`src/rtl/sstr_pkg.sv`:
```
// ============================================================================
// sstr_pkg
// Shared types and codes for the slot size table register core.
// ============================================================================
package sstr_pkg;

    // Input item as seen on the push side.
    typedef struct packed {
        logic        cmd;
        logic [15:0] address;
        logic [16:0] num_bytes;
    } in_item_t;

    // Result item as seen on the pop side.
    typedef struct packed {
        logic [1:0]  status;
        logic [4:0]  size_log;
        logic [15:0] object_base;
    } out_item_t;

    // Command codes on the input item.
    localparam logic CMD_REGISTER   = 1'b0;
    localparam logic CMD_UNREGISTER = 1'b1;

    // Status codes on the result item.
    localparam logic [1:0] STATUS_DONE      = 2'd0;
    localparam logic [1:0] STATUS_MISALIGN  = 2'd1;
    localparam logic [1:0] STATUS_NO_OBJECT = 2'd2;

    // Classified operations passed from the front end to the back end.
    localparam logic [1:0] OP_REGISTER   = 2'd0;
    localparam logic [1:0] OP_UNREGISTER = 2'd1;
    localparam logic [1:0] OP_REFUSE     = 2'd2;

    typedef struct packed {
        logic [1:0]  op;
        logic [4:0]  size_log;
        logic [15:0] address;
    } op_item_t;

endpackage

```
`src/rtl/sstr_front.sv`:
```
// ============================================================================
// sstr_front
// Accepts input items, rounds the size and checks alignment, and holds the
// classified operations in a two-entry queue for the back end.
// ============================================================================
module sstr_front
    import sstr_pkg::*;
#(
    parameter int ADDR_BITS = 16,
    parameter int SLOT_LOG  = 4
) (
    input  logic     clk,
    input  logic     rst_n,
    input  logic     push,
    output logic     full,
    input  in_item_t cmd_item,
    input  logic     hold,
    output logic     q_valid,
    output op_item_t q_data,
    input  logic     q_pop
);

    logic [16:0]          nm1;
    logic [4:0]           size_raw;
    logic [4:0]           size_clamped;
    logic [ADDR_BITS-1:0] addr_a;
    logic                 misaligned;
    logic                 too_big;
    op_item_t             classified;
    logic                 accept;

    op_item_t   mem_reg [2];
    logic [1:0] count_reg;
    logic [1:0] count_next;
    logic       wr_ptr_reg;
    logic       rd_ptr_reg;

    // Round the byte count up to a power of two: the bit length of n - 1.
    always_comb
    begin
        nm1      = cmd_item.num_bytes - 17'd1;
        size_raw = 5'd0;
        for (int i = 0; i < 17; i++)
        begin
            if (nm1[i])
            begin
                size_raw = 5'(i + 1);
            end
        end
        if (cmd_item.num_bytes <= 17'd1)
        begin
            size_raw = 5'd0;
        end
        size_clamped = (size_raw < 5'(SLOT_LOG)) ? 5'(SLOT_LOG) : size_raw;
        addr_a       = ADDR_BITS'(cmd_item.address);
        misaligned   = 1'b0;
        for (int i = 0; i < ADDR_BITS; i++)
        begin
            if ((6'(i) < {1'b0, size_clamped}) && addr_a[i])
            begin
                misaligned = 1'b1;
            end
        end
        too_big = {1'b0, size_clamped} > 6'(ADDR_BITS);

        classified.address  = cmd_item.address;
        classified.size_log = size_clamped;
        if (cmd_item.cmd == CMD_UNREGISTER)
        begin
            classified.op = OP_UNREGISTER;
        end
        else if (misaligned || too_big)
        begin
            classified.op = OP_REFUSE;
        end
        else
        begin
            classified.op = OP_REGISTER;
        end
    end

    assign full    = (count_reg == 2'd2) || hold;
    assign accept  = push && !full;
    assign q_valid = (count_reg != 2'd0);
    assign q_data  = mem_reg[rd_ptr_reg];

    always_comb
    begin
        count_next = count_reg;
        if (accept && !(q_pop && q_valid))
        begin
            count_next = count_reg + 2'd1;
        end
        else if (!accept && q_pop && q_valid)
        begin
            count_next = count_reg - 2'd1;
        end
    end

    always_ff @(posedge clk or negedge rst_n)
    begin
        if (!rst_n)
        begin
            count_reg  <= 2'd0;
            wr_ptr_reg <= 1'b0;
            rd_ptr_reg <= 1'b0;
        end
        else
        begin
            count_reg <= count_next;
            if (accept)
            begin
                wr_ptr_reg <= !wr_ptr_reg;
            end
            if (q_pop && q_valid)
            begin
                rd_ptr_reg <= !rd_ptr_reg;
            end
        end
    end

    always_ff @(posedge clk)
    begin
        if (accept)
        begin
            mem_reg[wr_ptr_reg] <= classified;
        end
    end

endmodule

```
`config.mk`:
```
export PLATFORM = sky130hd
export DESIGN_NAME = sstr_front
export DESIGN_NICKNAME = d
export VERILOG_FILES = /design/src/rtl/sstr_pkg.sv /design/src/rtl/sstr_front.sv
export SDC_FILE = /design/constraint.sdc
export NUM_CORES = 1
export LEC_CHECK = 0
export ABC_AREA = 1
export BUFFER_PORTS_ARGS = -buffer_cell sky130_fd_sc_hd__buf_2
export CELL_PAD_IN_SITES_DETAIL_PLACEMENT = 2
export CELL_PAD_IN_SITES_GLOBAL_PLACEMENT = 2
export CORE_ASPECT_RATIO = 1.5
export CORE_MARGIN = 5
export CORE_UTILIZATION = 31
export CTS_CLUSTER_SIZE = 10
export DETAILED_ROUTE_END_ITERATION = 6
export GPL_TIMING_DRIVEN = 0
export PLACE_DENSITY = 0.82
export SYNTH_ARGS = -nofsm -noshare
export SYNTH_HDL_FRONTEND = slang
export SYNTH_SLANG_ARGS = --single-unit
```
`constraint.sdc`:
```
create_clock -name clk -period 2.73 [get_ports clk]
set_input_delay 0.4095 -clock clk [delete_from_list [all_inputs] [get_ports clk]]
set_output_delay 0.4095 -clock clk [all_outputs]
set_load 0.1 [all_outputs]
```
==> flow_summary.yaml <==
cells_and_area:
  largest_reg_flops: 46
  antenna_cells: 0
  drive_gt1_share_pct: 28.2
  nets: 488
  fillCellCount: 1089
  finalNonFillerCells: 559
  syn_to_final_growth_pct: 26.4
  final_area_sq_mm: 0.00370
global_routing:
  antenna_found_initial: 0
  grt_pass1_vias: 2982
  grt_overflow: 0
  grt_max_degree: 19
  grt_pass1_wl_mm: 14.0
  grt_util_all_layers_pct: 16.0
pwr:
  total_power_w: 0.00373
  power_leakage_nw: 1.73
  ir_drop_uv: 890
  p_per_area_mw_per_mm2: 1010
placement:
  gp_congestion: 0.790
  placedCellCount: 541
  hpwlAfterDp_mm: 6.97
  place_ws_ns: -0.521
  place_area_sq_mm: 0.00342
  numPortBuffers: 63
floorplan:
  die-area_sq_mm: 0.0115
  core_sq_mm: 0.00925
  die_w_um: 89.4
  dieHeight_um: 129
  io_pins: 64
  rows: 43
  start_util_pct: 31.7
clock_network:
  cts-root-buf: "clkbuf_16"
  clockBufferDepth: 2
  worstSkewPairLatency_ns: 0.29
  clk_pin_slew_worst_paths_ns: 0.06
  cts_made_buffers: 5
  cts.sinks: 50
  cts_htree_levels: 2
  cts_tree: "built"
timing:
  setup_ws_ns: 0.162
  fin_crit_ns: 2.57
  relSlewSlack_pct: 65.6
  skew_ns: 0.00474
  finalCritPeriodShare_pct: 94.1
  tightest_slew_ns: 0.516
  max_freq_mhz: 389
  hold_ws_ns: 0.330
  drv_slew: 0
  hold_viol: 0
  setup_viol: 0
worst_setup_path:
  crit_type: "in2reg"
  cp-start-kind: "input pin"
  critPathCaptureType: "flip-flop"
  path_buf_inv: 2
  path_common_cell: "nand2_2"
  required_ns: 2.77
  worstPathMaxFanout: 5
  worstPathArrival_ns: 2.61
  critPathTopFamily: "simple AND/OR/NAND/NOR gates"
  worstPathCellList: "buf_2, nor2_2, nand2_2, nor2_4, nand2_2, xor2_2, nand2_2, nor2_4, nand2_2, o21ai_4, nand2_4, nand3_1, nand2_1, nand3_1, nand2_1, inv_1, nand2_1, nor2_2, nor2_1"
  cp_slowest_stage_delay_ns: 0.23
  slowest_stage: "o21ai_4"
yosys:
  syn-num-nets: 406
  yosys_register_bits: 50
  avgSynthCellArea_sq_um: 8.05
  yosysWarnings: 0
  yosysUniqueCellTypes: 32
  synthCells: 364
  syn-cell-area_sq_mm: 0.00293
  ys_seq_area_share_pct: 50.6
hold_path:
  holdCritPathClass: "in2reg"
routing:
  drcViolationCount: 0
  drt_iter0_markers: 74
  drtAntennaViolNets: 0
  drtPass1Iterations: 4
  drt-wirelength-per-cell_um: 15.9
  num_vias: 2716
  wl_mm: 8.90
  vias_per_cell: 4.86
job:
  drv_cap: 0
status:
  status: "completed"
layout by cell type (no fill, tap or decap), types with 5 or more instances in the layout:
cell       count
buf_2         63
nor2_2        10
nand3_1       22
nand4_1        5
nand2_1      155
inv_1         37
clkbuf_16      5
inv_2          7
edfxtp_1      46
buf_4          9
clkbuf_1       5
nor2_4         6
nand2_2        9
nor2_1        23
where the power goes:
group	internal, W	switching (W)	leakage (nW)
Combinational	0.000310	0.00179	1.19
Clock	0.000363	0.000249	0.0739
Sequential	0.000966	0.0000520	0.467
Total	0.00164	0.00209	1.73
layout make-up:
class	count	area, sq um	share of cell area, %
flip-flops and latches	50	1480	40.0
multi-input cells	264	1320	35.6
repair buffers	75	423	11.4
inverters	46	178	4.80
clock buffers	7	143	3.85
well taps	112	140	3.78
plain buffers	4	15.0	0.405
clock inverters	1	5.00	0.135
through the flow:
stage / setup TNS (ns) / utilization, %
floorplan: 0 / -
global placement: -1.14 / 36.6
detailed placement: -1.37 / 37.0
CTS: 0 / 38.9
global route: -0.123 / 40.0
finish: 0 / 40.0
cell families after synthesis:
| family | after synthesis | synth area share, % |
|---|---|---|
| buffers and inverters | 50 | 6.40 |
| flip-flops | 50 | 50.6 |
| adder cells (fa/ha/maj) | 3 | 1.28 |
| multiplexers | 1 | 0.342 |
| AO/OA/AOI/OAI | 11 | 2.60 |
| XOR/XNOR | 6 | 2.05 |
| AND/OR/NAND/NOR | 243 | 36.8 |
synthesized netlist by cell type, drive strengths merged:
master / number / area (sq um)
xor2: 6 / 60.1
a21oi: 3 / 15.0
clkbuf: 4 / 15.0
o21ai: 7 / 53.8
ha: 3 / 37.5
and3: 1 / 6.26
nor3: 1 / 5.00
nand2: 167 / 662
nor2: 40 / 214
or3: 1 / 6.26
nand3b: 1 / 7.51
nand4: 5 / 31.3
or4: 1 / 7.51
nand3: 24 / 125
clkinv: 1 / 3.75
inv: 45 / 169
a21boi: 1 / 7.51
dfrtp: 4 / 100
and2: 2 / 12.5
mux2i: 1 / 10.0
edfxtp: 46 / 1380
per-layer routing:
layer	part of all wire [%]	up-vias	global-route usage [%]	wire length (um)
met4	1.8	0	6.05	156
li1	-	1310	-	-
met3	3.6	7	1.34	316
met2	60	56	33.8	5360
met1	34	1343	14.7	3060
met5	0	-	0	0
path summary, 6_finish.rpt:
check	start	end	slack [ns]	cells past startpoint
worst max-delay path	cmd_item[2]	mem_reg[1][22]$_DFFE_PP_	0.16	19
worst min-delay path	cmd_item[18]	mem_reg[1][1]$_DFFE_PP_	0.33	1
worst max register to register	count_reg[0]$_DFFE_PN0P_	mem_reg[1][12]$_DFFE_PP_	1.06	5
worst min register to register	count_reg[0]$_DFFE_PN0P_	count_reg[0]$_DFFE_PN0P_	0.47	1
max in group asynchronous	rst_n	count_reg[1]$_DFFE_PN0P_	2.13	2
min in group asynchronous	rst_n	wr_ptr_reg$_DFFE_PN0P_	0.47	2
repair_timing:
action | in CTS | in global routing
hold endpoints to repair | 4 | 0
resized for setup | 5 | 12
setup buffers | 0 | 9
endpoints found under the setup margin | 2 | 2
hold buffers | 1 | 0
pin swaps | 0 | 5
Power figures use the tool's default switching activity.
